$ cat src/hw/rtl/ptw_pkg.sv
// ----------------------------------------------------------------------------
// ptw_pkg
// Shared types, widths and codes for the four-level page-table walker.
// ----------------------------------------------------------------------------
package ptw_pkg;

   localparam int TABLE_PAGES     = 8;
   localparam int WORDS_PER_PAGE  = 512;
   localparam int STORE_WORDS     = TABLE_PAGES * WORDS_PER_PAGE;
   localparam int PAGE_BITS       = $clog2(TABLE_PAGES);
   localparam int WORD_IDX_BITS   = $clog2(WORDS_PER_PAGE);
   localparam int STORE_ADDR_BITS = PAGE_BITS + WORD_IDX_BITS;

   localparam int VA_BITS    = 64;
   localparam int PA_BITS    = 52;
   localparam int WORD_BITS  = 64;
   localparam int TIDX_BITS  = 12;
   localparam int ROOT_BITS  = 3;
   localparam int KIND_BITS  = 2;
   localparam int LEVEL_BITS = 2;

   localparam int BIT_PRESENT = 0;
   localparam int BIT_HUGE    = 7;

   localparam logic CMD_WRITE     = 1'b0;
   localparam logic CMD_TRANSLATE = 1'b1;

   localparam logic [KIND_BITS-1:0] KIND_4K = 2'd0;
   localparam logic [KIND_BITS-1:0] KIND_2M = 2'd1;
   localparam logic [KIND_BITS-1:0] KIND_1G = 2'd2;

   localparam logic [LEVEL_BITS-1:0] LEVEL_PML4 = 2'd0;
   localparam logic [LEVEL_BITS-1:0] LEVEL_PDPT = 2'd1;
   localparam logic [LEVEL_BITS-1:0] LEVEL_PD   = 2'd2;
   localparam logic [LEVEL_BITS-1:0] LEVEL_PT   = 2'd3;

   typedef enum logic [0:0] {
      ST_IDLE,
      ST_WALK
   } ptw_state_type;

   typedef struct packed {
      logic                       rd_en;
      logic                       wr_en;
      logic [STORE_ADDR_BITS-1:0] addr;
      logic [WORD_BITS-1:0]       wr_data;
   } ptw_mem_req_type;

   function automatic logic [WORD_IDX_BITS-1:0] level_index(
      input logic [VA_BITS-1:0]    virt,
      input logic [LEVEL_BITS-1:0] level
   );
      logic [WORD_IDX_BITS-1:0] idx;
      unique case (level)
         LEVEL_PML4: idx = virt[47:39];
         LEVEL_PDPT: idx = virt[38:30];
         LEVEL_PD:   idx = virt[29:21];
         default:    idx = virt[20:12];
      endcase
      return idx;
   endfunction

endpackage

$ cat src/hw/rtl/ptw_req_if.sv
// ----------------------------------------------------------------------------
// ptw_req_if
// Request channel: table word writes and translate commands.
// ----------------------------------------------------------------------------
interface ptw_req_if import ptw_pkg::*; ();
   logic                 valid;
   logic                 ready;
   logic                 command;
   logic [VA_BITS-1:0]   virt_addr;
   logic [TIDX_BITS-1:0] table_index;
   logic [WORD_BITS-1:0] table_word;

   modport source (output valid, command, virt_addr, table_index, table_word, input ready);
   modport sink (input valid, command, virt_addr, table_index, table_word, output ready);
endinterface

$ cat src/hw/rtl/ptw_rsp_if.sv
// ----------------------------------------------------------------------------
// ptw_rsp_if
// Response channel: one translation result per translate command.
// ----------------------------------------------------------------------------
interface ptw_rsp_if import ptw_pkg::*; ();
   logic                 valid;
   logic                 ready;
   logic [PA_BITS-1:0]   phys_addr;
   logic                 unmapped;
   logic [KIND_BITS-1:0] page_kind;

   modport source (output valid, phys_addr, unmapped, page_kind, input ready);
   modport sink (input valid, phys_addr, unmapped, page_kind, output ready);
endinterface

$ cat src/hw/rtl/ptw_walk.sv
// ----------------------------------------------------------------------------
// ptw_walk
// Walk sequencer: issues one table read per level, decodes each entry as it
// returns and loads the response register.
// ----------------------------------------------------------------------------
module ptw_walk import ptw_pkg::*; (
   input  logic                 clock,
   input  logic                 reset,
   input  logic [ROOT_BITS-1:0] root_page,
   input  logic                 clearing,
   input  logic [WORD_BITS-1:0] rd_data,
   output ptw_mem_req_type      mem_req,
   ptw_req_if.sink              req_chan,
   ptw_rsp_if.source            rsp_chan
);

   ptw_state_type         state_ff, state_in;
   logic [LEVEL_BITS-1:0] level_ff, level_in;
   logic [VA_BITS-1:0]    virt_ff, virt_in;
   logic                  rsp_valid_ff, rsp_valid_in;
   logic [PA_BITS-1:0]    phys_ff, phys_in;
   logic                  unmapped_ff, unmapped_in;
   logic [KIND_BITS-1:0]  kind_ff, kind_in;

   logic                  req_accept;
   logic                  slot_free;
   logic                  present;
   logic                  huge;
   logic                  walk_end;
   logic [PAGE_BITS-1:0]  next_page;

   assign req_chan.ready = (state_ff == ST_IDLE) && !clearing;
   assign req_accept     = req_chan.valid && req_chan.ready;
   assign slot_free      = !rsp_valid_ff || rsp_chan.ready;

   assign present   = rd_data[BIT_PRESENT];
   assign huge      = rd_data[BIT_HUGE];
   assign next_page = PAGE_BITS'(rd_data[51:12]);
   assign walk_end  = !present || (level_ff == LEVEL_PT)
                      || (huge && ((level_ff == LEVEL_PDPT) || (level_ff == LEVEL_PD)));

   always_comb begin
      state_in = state_ff;
      unique case (state_ff)
         ST_IDLE: begin
            if (req_accept && (req_chan.command == CMD_TRANSLATE)) begin
               state_in = ST_WALK;
            end
         end
         ST_WALK: begin
            if (walk_end && slot_free) begin
               state_in = ST_IDLE;
            end
         end
         default: state_in = ST_IDLE;
      endcase
   end

   always_comb begin
      mem_req      = '0;
      level_in     = level_ff;
      virt_in      = virt_ff;
      rsp_valid_in = rsp_valid_ff;
      phys_in      = phys_ff;
      unmapped_in  = unmapped_ff;
      kind_in      = kind_ff;
      if (rsp_valid_ff && rsp_chan.ready) begin
         rsp_valid_in = 1'b0;
      end
      unique case (state_ff)
         ST_IDLE: begin
            if (req_accept) begin
               if (req_chan.command == CMD_TRANSLATE) begin
                  mem_req.rd_en = 1'b1;
                  mem_req.addr  = {PAGE_BITS'(root_page),
                                   level_index(req_chan.virt_addr, LEVEL_PML4)};
                  virt_in       = req_chan.virt_addr;
                  level_in      = LEVEL_PML4;
               end else begin
                  mem_req.wr_en   = 32'(req_chan.table_index) < STORE_WORDS;
                  mem_req.addr    = STORE_ADDR_BITS'(req_chan.table_index);
                  mem_req.wr_data = req_chan.table_word;
               end
            end
         end
         ST_WALK: begin
            if (!walk_end) begin
               mem_req.rd_en = 1'b1;
               mem_req.addr  = {next_page, level_index(virt_ff, level_ff + 1'b1)};
               level_in      = level_ff + 1'b1;
            end else if (slot_free) begin
               rsp_valid_in = 1'b1;
               if (!present) begin
                  phys_in     = '0;
                  unmapped_in = 1'b1;
                  kind_in     = KIND_4K;
               end else if (level_ff == LEVEL_PDPT) begin
                  phys_in     = {rd_data[51:30], virt_ff[29:0]};
                  unmapped_in = 1'b0;
                  kind_in     = KIND_1G;
               end else if (level_ff == LEVEL_PD) begin
                  phys_in     = {rd_data[51:21], virt_ff[20:0]};
                  unmapped_in = 1'b0;
                  kind_in     = KIND_2M;
               end else begin
                  phys_in     = {rd_data[51:12], virt_ff[11:0]};
                  unmapped_in = 1'b0;
                  kind_in     = KIND_4K;
               end
            end
         end
         default: ;
      endcase
   end

   always_ff @(posedge clock) begin
      if (reset) begin
         state_ff     <= ST_IDLE;
         rsp_valid_ff <= 1'b0;
         level_ff     <= LEVEL_PML4;
      end else begin
         state_ff     <= state_in;
         rsp_valid_ff <= rsp_valid_in;
         level_ff     <= level_in;
      end
   end

   always_ff @(posedge clock) begin
      virt_ff     <= virt_in;
      phys_ff     <= phys_in;
      unmapped_ff <= unmapped_in;
      kind_ff     <= kind_in;
   end

   assign rsp_chan.valid     = rsp_valid_ff;
   assign rsp_chan.phys_addr = phys_ff;
   assign rsp_chan.unmapped  = unmapped_ff;
   assign rsp_chan.page_kind = kind_ff;

endmodule

$ cat src/flat_wrapper.sv
// flat-port wrapper written by rule: the top's interface ports become plain ports
module ptw_walk_flat import ptw_pkg::*;
  (clock, reset, root_page, clearing, rd_data, mem_req, req_chan_valid, req_chan_command, req_chan_virt_addr, req_chan_table_index, req_chan_table_word, req_chan_ready, rsp_chan_valid, rsp_chan_phys_addr, rsp_chan_unmapped, rsp_chan_page_kind, rsp_chan_ready);
  ptw_req_if req_chan_i ();
  ptw_rsp_if rsp_chan_i ();
  input  logic clock;
  input  logic reset;
  input  logic [ROOT_BITS-1:0] root_page;
  input  logic clearing;
  input  logic [WORD_BITS-1:0] rd_data;
  output ptw_mem_req_type mem_req;
  input wire logic [$bits(req_chan_i.valid)-1:0] req_chan_valid;
  input wire logic [$bits(req_chan_i.command)-1:0] req_chan_command;
  input wire logic [$bits(req_chan_i.virt_addr)-1:0] req_chan_virt_addr;
  input wire logic [$bits(req_chan_i.table_index)-1:0] req_chan_table_index;
  input wire logic [$bits(req_chan_i.table_word)-1:0] req_chan_table_word;
  output wire logic [$bits(req_chan_i.ready)-1:0] req_chan_ready;
  output wire logic [$bits(rsp_chan_i.valid)-1:0] rsp_chan_valid;
  output wire logic [$bits(rsp_chan_i.phys_addr)-1:0] rsp_chan_phys_addr;
  output wire logic [$bits(rsp_chan_i.unmapped)-1:0] rsp_chan_unmapped;
  output wire logic [$bits(rsp_chan_i.page_kind)-1:0] rsp_chan_page_kind;
  input wire logic [$bits(rsp_chan_i.ready)-1:0] rsp_chan_ready;
  assign req_chan_i.valid = req_chan_valid;
  assign req_chan_i.command = req_chan_command;
  assign req_chan_i.virt_addr = req_chan_virt_addr;
  assign req_chan_i.table_index = req_chan_table_index;
  assign req_chan_i.table_word = req_chan_table_word;
  assign req_chan_ready = req_chan_i.ready;
  assign rsp_chan_valid = rsp_chan_i.valid;
  assign rsp_chan_phys_addr = rsp_chan_i.phys_addr;
  assign rsp_chan_unmapped = rsp_chan_i.unmapped;
  assign rsp_chan_page_kind = rsp_chan_i.page_kind;
  assign rsp_chan_i.ready = rsp_chan_ready;
  ptw_walk u_core (.clock(clock), .reset(reset), .root_page(root_page), .clearing(clearing), .rd_data(rd_data), .mem_req(mem_req), .req_chan(req_chan_i), .rsp_chan(rsp_chan_i));
endmodule
$ cat config.mk
export PLATFORM = sky130hd
export DESIGN_NAME = ptw_walk_flat
export DESIGN_NICKNAME = d
export VERILOG_FILES = /design/src/hw/rtl/ptw_pkg.sv /design/src/hw/rtl/ptw_req_if.sv /design/src/hw/rtl/ptw_rsp_if.sv /design/src/hw/rtl/ptw_walk.sv /design/src/flat_wrapper.sv
export SDC_FILE = /design/constraint.sdc
export NUM_CORES = 1
export LEC_CHECK = 0
export BUFFER_PORTS_ARGS = -buffer_cell sky130_fd_sc_hd__buf_2
export CORE_AREA = 2 2 135 137
export CTS_CLUSTER_SIZE = 8
export DETAILED_ROUTE_END_ITERATION = 8
export DIE_AREA = 0 0 137 139
export SKIP_LAST_GASP = 1
export SLEW_MARGIN = 40
export SYNTH_ARGS = -nofsm -noshare
export SYNTH_HDL_FRONTEND = slang
export SYNTH_SLANG_ARGS = --single-unit
$ cat constraint.sdc
create_clock -name clock -period 4.95 [get_ports clock]
set_input_delay 0.99 -clock clock [delete_from_list [all_inputs] [get_ports clock]]
set_output_delay 0.99 -clock clock [all_outputs]
set_load 0.05 [all_outputs]
### Yosys cells after proc, flatten, opt, wreduce, memory -nomap -nowiden

Cells that the tools add are included.

* input port bits: 213
* logic and storage cells: 65
* flip-flop bits (word level): 107

* multiplexer cells: 28
* equality and inequality tests: 8
* add/sub/neg operators: 1
* reduce and logical (&&, ||, !) cells: 18
* bitwise operators: 2

Operator list (count)
* $mux 64: 2
* $mux 78: 1
* $mux 30: 1
* $pmux 9 s3: 1
* $mux 12: 2
* $pmux 12 s2: 1
* $mux 21: 1
* $mux 1: 12
* $reduce_and 3->1: 3
* $mux 2: 4
* $eq 2x2->1 const B: 3
* $logic_and 1x1->1: 6
* $eq 2x1->1 const B: 2
* $logic_or 1x1->1: 4
* $ne 2x2->1 const B: 2
* $pmux 1 s2: 2
* $pmux 2 s2: 1
* $logic_not 1->1: 3
* $add 2x1->2 const B: 1
* $logic_not 2->1: 1
* $ne 2x1->1 const B: 1
* $not 1->1: 2
* $reduce_or 2->1: 1

### Longest topological paths before layout

Gate-level depths: netlist of the first run.

* depth after elaboration: 7
* gate-level depth with buffers: 7

### Worst setup path before layout of the first run

No wires, ideal clock.

* path kind: input port to flip-flop
* from: input port rd_data[7]
* to: register u_core.kind_ff[0], in the netlist u_core.rsp_chan.page_kind[0], enable pin
* buffers on the path: 0
* cell stages on the path: 3
* arrival: 3.709 ns
* path slack: 0.767 ns
* cell sequence: and2_1 -> o21ai_0 -> nor2b_1

* word-level cells in the longest chain between the ends: 3

Ends and longest elaborated chain
* start, declared: line flat_wrapper.sv:10 `input logic [WORD_BITS-1:0] rd_data;`
* $logic_and 1x1->1: line ptw_walk.sv:40 `|| (huge && ((level_ff == LEVEL_PDPT) || (level_ff == LEVEL_PD)));`
* $logic_or 1x1->1: line ptw_walk.sv:40
* $reduce_and 3->1 (no line)
* end signal, assigned: line ptw_walk.sv:132 `kind_ff <= kind_in;`
* end, declared: line ptw_walk.sv:23 `logic [KIND_BITS-1:0] kind_ff, kind_in;`

No other way between the ends.
A chain may end at the register's enable or synchronous reset.

==> flow_summary.json, run 1 <==
{
  "drv_slew": 0,
  "drc": 0,
  "first_pass_iters": 4,
  "async_flop_share_pct": 0,
  "overflow": 0,
  "switching_share_pct": 25.8,
  "arrival_ps": 2920,
  "grt_pass1_vias": 3845,
  "num_vias": 4032,
  "die_h_um": 139,
  "vias_per_cell": 4.44,
  "crit_path_start_kind": "input port",
  "setup_viol": 0,
  "setup_tns_ps": 0,
  "slew_headroom_pct": 47.5,
  "hold_class": "register to register",
  "place_area_sq_mm": 0.00660,
  "grt_pass1_wl_um": 23200,
  "period_share_pct": 79.0,
  "setup.worst_path.class": "input port to output port",
  "intPower_mw": 1.51,
  "power.switching_mw": 0.524,
  "grt_setup_unrepaired": "no",
  "ys_types": 32,
  "num_rows": 49,
  "wl_per_cell_um": 18.1,
  "syn_to_final_growth_pct": 42.6,
  "grt_start_max_net_pins": 69,
  "num-nets-final": 883,
  "worst_pin_slew_ps": 785,
  "synth-warning-count": 0,
  "power_mw": 2.03,
  "power_density_mw_per_mm2": 293,
  "start_util_pct": 27.5,
  "p_leak_nw": 3.12,
  "synth-edff-count": 103,
  "postSynthAreaPerCell_sq_um": 13.4,
  "antenna_found_initial": 12,
  "drt_iter0_drc": 183,
  "grt_usage_pct": 16.7,
  "synthCells": 364,
  "clockBufferDepth": 2,
  "cts-htree-levels": 3,
  "synth-seq-area-share_pct": 65.3,
  "clock_sinks": 107,
  "cts_root_buf": "clkbuf_16",
  "insertion_delay_ps": 340,
  "cts_tree": "built",
  "status": "finished, final reports clean",
  "final_antenna_net_count": 0,
  "postCtsSetupRepairBufs": 0,
  "worstPathRequired_ps": 3960,
  "cts_resized": 0,
  "place_congestion": 0.821,
  "ioPinCount": 348,
  "p_clk_share_pct": 35.9,
  "path_max_fanout": 68,
  "cts.reportedPaths.clkPinSlew_ps": 70,
  "ir_drop_uv": 194,
  "cts_made_buffers": 9,
  "max-cap-violations": 0,
  "synthFlopType": "edfxtp_1",
  "layout-drive-gt1-share_pct": 49.8,
  "timing.final.crit_period_ps": 3910,
  "fmax_ghz": 0.256,
  "wl_um": 16500,
  "pwr-share-comb_pct": 13.9,
  "die-area_sq_mm": 0.0190,
  "cts_hold_buf": 0,
  "final_area_sq_mm": 0.00693,
  "hpwl_um": 12400,
  "cp-end-kind": "output port",
  "p_seq_share_pct": 50.2,
  "ys_seq_elements": 107,
  "core_sq_mm": 0.0177,
  "die_w_um": 137,
  "synth.net_count": 583,
  "synth_area_sq_mm": 0.00486,
  "finalHoldViolCount": 0,
  "io_buffers": 309,
  "finClkSkew_ps": 6.69
}
==> logic make-up (layout without fill, tap and decap cells) <==
logic type	after synthesis	after routing	synth area share, %
flops	107	107	65.3
simple gates	158	158	19.5
compound gates	46	46	6.85
other cells	0	10	0
buf+inv	29	334	3.14
fa+ha+maj	6	6	1.54
mux	18	18	3.71
==> layout by cell type (no fill, tap or decap) <==
master      instances
nor2b_1            19
a21oi_1            12
buf_2             309
clkinv_4            2
and3_1              3
nand3_1             1
clkbuf_16           9
clkinv_1            2
inv_1               3
a31oi_1             1
or3b_1              1
bufinv_16           1
o311ai_0            2
clkinvlp_4          2
buf_4               4
nand4bb_1           1
diode_2            10
nor3b_1             1
mux2i_1            18
nand2_1            12
edfxtp_1          103
o21ai_0            10
a222oi_1            9
ha_2                1
nor2_1             12
nand4_1             2
nor2b_4             1
or2_2               1
inv_8               1
nand2b_1            2
and2_1            100
a221o_1             3
o32ai_1             9
dfxtp_1             4
nor2_8              1
ha_1                5
nor3_1              1
inv_4               1
==> stage by stage <==
stage	setup slack, ps	hold WS [ps]	cells	utilization, %
CTS	1020	527	898	39.1
floorplan	767	503	364	-
finish	1040	524	908	39.3
global placement	1020	505	882	37.4
global route	890	544	904	39.2
detailed placement	1020	510	882	37.4
==> state kept, by name, summed over array words and instances (netlist names) <==
signal and count:
u_core.rsp_chan.page_kind 2, u_core.rsp_chan.unmapped 1, u_core.rsp_chan.phys_addr 52, u_core.level_ff 2
u_core.virt_ff 48, u_core.rsp_chan.valid 1, u_core.state_ff 1
==> routing by layer <==
layer  track usage, %  vias up  wire length [um]
li1                 -     1933                 -
met1             18.5     1841              6060
met2             28.5      231              8360
met5                0        -                 0
met4             9.71        0               629
met3             4.57       27              1430
==> power by group through the flow <==
stage,logic (mW),registers (mW),clock network [mW]
after global placement,0.283,1.04,0
after global routing,0.303,1.02,0.789
after floorplan,0.148,1.06,0
final,0.283,1.02,0.731
after CTS,0.286,1.02,0.752
after detailed placement,0.285,1.04,0
==> final timing paths <==
check                           from                             to  slack (ps)  cells past startpoint
setup / recovery            clearing                    mem_req[54]        1040                      5
setup reg to reg  u_core.level_ff[0]  u_core.rsp_chan.phys_addr[34]        2260                      6
hold reg to reg    u_core.virt_ff[0]   u_core.rsp_chan.phys_addr[0]         520                      1
hold / removal     u_core.virt_ff[0]   u_core.rsp_chan.phys_addr[0]         520                      1
==> area by class of cell <==
class	instances	area, sq um
flip-flops and latches	107	3170
diodes	10	25.0
multi-input cells	228	1550
well taps	229	287
clock buffers	9	225
fillers	1754	10700
inverters	5	21.3
repair buffers	313	1580
clock inverters	7	77.6
==> cells in the mapped netlist (all sizes together) (6+ instances only) <==
cell type	number	area, sq um
o32ai	9	78.8
nor2b	20	125
and2	100	626
buf	8	70.1
ha	6	75.1
edfxtp	103	3090
clkbuf	16	63.8
a222oi	9	90.1
nand2	12	45.0
a21oi	12	60.1
o21ai	10	50.1
nor2	13	65.1
mux2i	18	180
==> worst max-delay path, stage by stage <==
cell,delay [ps]
buf_2,120
or3b_1,660
nor2_8,600
and2_1,250
buf_2,270
Power figures use the tool's default switching activity.
==> run 2: changes to the inputs <==
==> constraint.sdc (replaced) <==
create_clock -name clock -period 4 [get_ports clock]
set_input_delay 0.8 -clock clock [delete_from_list [all_inputs] [get_ports clock]]
set_output_delay 0.8 -clock clock [all_outputs]
set_load 0.05 [all_outputs]
==> run 2 against run 1 <==
Net effect: wire length increased by 1.3%; register-to-register slack got worse by 670 ps; clock-buffer cell count unchanged; design area about the same; clock skew about the same; die area unchanged; clock power increased by 25%; combinational power increased by 25%; worst setup slack got worse by 560 ps; non-clock buffer count unchanged; global-route usage increased by 0.42 points.
==> flow_summary.json, run 2 (synthesis gave the netlist of run 1 again) <==
{
  "first_pass_iters": 4,
  "finalHoldViolCount": 0,
  "endpoint": "mem_req[54]",
  "cts.reportedPaths.clkPinSlew_ps": 70,
  "place_inst": 882,
  "finalWorstSetupSlack_ps": 482,
  "ioPinCount": 348,
  "setup_viol": 0,
  "rr_startpoint": "u_core.level_ff[0]",
  "core_sq_mm": 0.0177,
  "cts_tree": "built",
  "grt_use_met1_pct": 18.9,
  "reg2reg_depth": 6,
  "setup.worst_path.class": "input port to output port",
  "die-area_sq_mm": 0.0190,
  "overflow": 0,
  "worst_pin_slew_ps": 789,
  "cts-htree-levels": 3,
  "die_w_um": 137,
  "final_antenna_net_count": 0,
  "cts_hold_buf": 0,
  "grt_pass1_vias": 3959,
  "hp-start": "u_core.virt_ff[1]",
  "setup_tns_ps": 0,
  "io_buffers": 309,
  "wl_um": 16700,
  "num_rows": 49,
  "status": "finished, final reports clean",
  "num-nets-final": 883,
  "post-place-ws_ps": 414,
  "final_common_cell": "buf_2",
  "worstPathRequired_ps": 3200,
  "grt_start_max_net_pins": 69,
  "num_vias": 4067,
  "cts_made_buffers": 9,
  "multiInputGateArea_sq_mm": 0.00155,
  "layout-drive-gt1-share_pct": 49.8,
  "grt_use_met2_pct": 31.7,
  "hpwl_um": 12700,
  "seq_area_sq_mm": 0.00317,
  "max-cap-violations": 0,
  "drc": 0,
  "finClkSkew_ps": 7.15,
  "clock_sinks": 107,
  "timing.rr.end": "u_core.rsp_chan.phys_addr[25]",
  "largest_reg_flops": 52,
  "insertion_delay_ps": 350,
  "power_density_mw_per_mm2": 364,
  "p_leak_nw": 3.13,
  "vias_per_cell": 4.52,
  "drv_slew": 0,
  "final_cell_mix": "buf_2 (309), edfxtp_1 (103), and2_1 (100)",
  "place_congestion": 0.823,
  "path_max_fanout": 68,
  "antenna_found_initial": 10,
  "fill_cells": 1766,
  "arrival_ps": 2720,
  "slew_headroom_pct": 47.2,
  "fmax_ghz": 0.284,
  "die_h_um": 139,
  "wl_per_cell_um": 18.6,
  "postCtsSetupRepairBufs": 0,
  "grt_usage_pct": 17.2,
  "ir_drop_uv": 189,
  "hold_class": "register to register",
  "rrSetupSlack_ps": 1590,
  "instances_no_fill": 900,
  "start_util_pct": 27.5,
  "use_met3_pct": 3.55,
  "period_share_pct": 87.9,
  "drt_iter0_drc": 215,
  "cts_root_buf": "clkbuf_16",
  "gr-max-usage-layer": "met2",
  "timing.final.crit_period_ps": 3520,
  "syn_to_final_growth_pct": 42.6,
  "cp-end-kind": "output port",
  "cts_resized": 0,
  "grt_pass1_wl_um": 23500,
  "clockBufferDepth": 2,
  "grt_setup_unrepaired": "no",
  "worstSetupStartpoint": "clearing",
  "crit_path_start_kind": "input port"
}
run 2: changes by cell type in the layout (fill, tap and decap cells not counted), sizes merged:
cell,delta
diode,-8
run 2: metrics by stage:
| stage | cell area, sq um | power [mW] | utilization [%] | hold WS (ps) |
|---|---|---|---|---|
| 3_5_place_dp | 6630 | 1.64 | 37.5 | 511 |
| 5_1_grt | 6930 | 2.63 | 39.3 | 534 |
| 4_1_cts | 6930 | 2.56 | 39.2 | 528 |
| 6_report | 6930 | 2.53 | 39.3 | 526 |
| 3_3_place_gp | 6620 | 1.64 | 37.5 | 505 |
| 2_1_floorplan | 4860 | 1.50 | - | 503 |
run 2: worst min path at each step:
| stage | to | slack (ps) | depth (start not counted) |
|---|---|---|---|
| 3_3_place_gp | u_core.rsp_chan.phys_addr[5] | 500 | 1 |
| 6_report | u_core.rsp_chan.phys_addr[1] | 530 | 1 |
| 3_5_place_dp | u_core.rsp_chan.phys_addr[0] | 510 | 1 |
| 5_1_grt | u_core.rsp_chan.phys_addr[11] | 530 | 1 |
| 2_1_floorplan | u_core.rsp_chan.phys_addr[0] | 500 | 1 |
| 4_1_cts | u_core.rsp_chan.phys_addr[6] | 530 | 1 |
run 2: cell type report:
cell class | instances | area share, %
Inverter | 5 | 0.271
Tap cell | 229 | 4.13
Timing Repair Buffer | 313 | 23.1
Antenna cell | 2 | 0.0722
Sequential cell | 107 | 45.8
Clock buffer | 9 | 3.25
Multi-Input combinational cell | 228 | 22.3
Clock inverter | 7 | 1.12
run 2: per-layer routing:
layer | up-vias | wire length, um
li1 | 1916 | -
met1 | 1887 | 6190
met2 | 225 | 8690
met3 | 39 | 1280
met4 | 0 | 535
met5 | - | 0
run 2: where the power goes:
group,total (mW),internal [mW],switching [mW]
Clock,0.912,0.490,0.421
Sequential,1.26,1.25,0.00770
Combinational,0.353,0.125,0.228
Total,2.53,1.87,0.657
run 2: worst max-delay path: stages:
cell    delay [ps]
buf_2          120
or3b_1         660
nor2_8         600
and2_1         240
buf_2          270
==> run 3: changes to the inputs <==
==> constraint.sdc (replaced) <==
create_clock -name clock -period 3.84 [get_ports clock]
set_input_delay 0.768 -clock clock [delete_from_list [all_inputs] [get_ports clock]]
set_output_delay 0.768 -clock clock [all_outputs]
set_load 0.05 [all_outputs]
==> run 3 against run 2 <==
Net effect: hold slack hardly changed; die area unchanged; critical path depth grew 1; total power is 7.2% higher; non-clock buffer count is 1 higher; register-to-register slack got worse by 160 ps; critical endpoint is now mem_req[64].
==> flow_summary.json, run 3 (synthesis gave the netlist of run 1 again) <==
{
  "status": "finished, final reports clean",
  "hpwl_um": 11300,
  "crit_path_start_kind": "register",
  "final_cell_mix": "buf_2 (309), edfxtp_1 (103), and2_1 (100)",
  "worstPathRequired_ps": 3070,
  "power_density_mw_per_mm2": 389,
  "grt_start_max_net_pins": 69,
  "antenna_found_initial": 2,
  "ir_drop_uv": 226,
  "cts_made_buffers": 9,
  "largest_reg_flops": 52,
  "insertion_delay_ps": 350,
  "path_max_fanout": 11,
  "p_leak_nw": 3.15,
  "hold_class": "register to register",
  "cts-htree-levels": 3,
  "p_seq_share_pct": 48.5,
  "grt_pass1_vias": 4098,
  "wl_per_cell_um": 16.3,
  "start_util_pct": 27.5,
  "switching_share_pct": 25.4,
  "finalHoldViolCount": 0,
  "place_congestion": 0.821,
  "core_sq_mm": 0.0177,
  "cts_resized": 0,
  "pwr-share-comb_pct": 13.5,
  "setup.worst_path.class": "register to output port",
  "num-nets-final": 884,
  "timing.final.crit_period_ps": 3310,
  "grt_usage_pct": 15.1,
  "slew_headroom_pct": 48.1,
  "first_pass_iters": 4,
  "die-area_sq_mm": 0.0190,
  "setup_tns_ps": 0,
  "num_rows": 49,
  "power.switching_mw": 0.688,
  "post-place-ws_ps": 698,
  "vias_per_cell": 4.43,
  "grt_setup_unrepaired": "no",
  "p_clk_share_pct": 38.0,
  "layout-drive-gt1-share_pct": 50.0,
  "arrival_ps": 2540,
  "cts_root_buf": "clkbuf_16",
  "drt_iter0_drc": 210,
  "ioPinCount": 348,
  "fmax_ghz": 0.303,
  "overflow": 0,
  "grt_pass1_wl_um": 21600,
  "cts.reportedPaths.clkPinSlew_ps": 80,
  "die_w_um": 137,
  "drc": 0,
  "final_antenna_net_count": 0,
  "wl_um": 14700,
  "syn_to_final_growth_pct": 43.1,
  "period_share_pct": 86.1,
  "io_buffers": 309,
  "cts_hold_buf": 0,
  "clock_sinks": 107,
  "finClkSkew_ps": 9.95,
  "die_h_um": 139,
  "intPower_mw": 2.02,
  "worst_pin_slew_ps": 779,
  "setup_viol": 0,
  "clockBufferDepth": 2,
  "drv_slew": 0,
  "final_common_cell": "buf_2",
  "max-cap-violations": 0,
  "cp-end-kind": "output port",
  "finalWorstSetupSlack_ps": 535,
  "postCtsSetupRepairBufs": 0,
  "num_vias": 3983,
  "cts_tree": "built",
  "fill_cells": 1745
}
==> run 3: cell count changes in the layout (fill, tap and decap cells not counted), sizes merged <==
cell      delta
diode        -1
bufinv       +1
buf          +1
clkinvlp     -2
inv          +1
==> run 3: worst paths after layout <==
kind,from,to,slack (ps),cells past startpoint
setup reg to reg,u_core.level_ff[0],u_core.rsp_chan.phys_addr[36],1430,6
hold reg to reg,u_core.virt_ff[8],u_core.rsp_chan.phys_addr[8],530,1
setup / recovery,u_core.level_ff[0],mem_req[64],530,6
hold / removal,u_core.virt_ff[8],u_core.rsp_chan.phys_addr[8],530,1
==> run 3: per-stage QoR <==
| stage | hold WS [ps] | utilization (%) | area, sq um | power, mW | cells |
|---|---|---|---|---|---|
| after floorplan | 503 | - | 4860 | 1.56 | 364 |
| after global placement | 506 | 37.5 | 6620 | 1.71 | 883 |
| after detailed placement | 510 | 37.5 | 6620 | 1.71 | 883 |
| after CTS | 527 | 39.4 | 6960 | 2.75 | 899 |
| after global routing | 539 | 39.4 | 6960 | 2.81 | 899 |
| final | 525 | 39.4 | 6960 | 2.71 | 900 |
==> run 3: layout make-up <==
type,instances,area [sq um],share of cell area (%)
Timing Repair Buffer,314,1600,22.9
Clock inverter,7,110,1.58
Clock buffer,9,225,3.24
Antenna cell,1,2.50,0.0360
Tap cell,229,287,4.12
Sequential cell,107,3170,45.6
Multi-Input combinational cell,228,1550,22.2
Inverter,5,18.8,0.270
==> run 3: worst max-delay path, stage by stage, from the launching register on <==
cell	delay [ps]
dfxtp_1	440
inv_1	110
ha_1	330
nand2_1	110
nand3_1	410
o32ai_1	430
buf_2	340
==> run 3: power groups by stage <==
stage	combinational, mW	sequential (mW)	clock (mW)
2_1_floorplan	0.191	1.37	0
3_3_place_gp	0.366	1.34	0
3_5_place_dp	0.369	1.34	0
4_1_cts	0.371	1.32	1.06
5_1_grt	0.392	1.32	1.10
6_report	0.366	1.32	1.03
==> run 3: per-layer routing <==
layer / global-route usage (%) / vias to the layer above / wire [um]
met4: 4.88 / 2 / 261
met1: 17.5 / 1842 / 5700
met5: 0 / - / 13
li1: - / 1916 / -
met3: 4.02 / 18 / 1270
met2: 26.8 / 205 / 7420
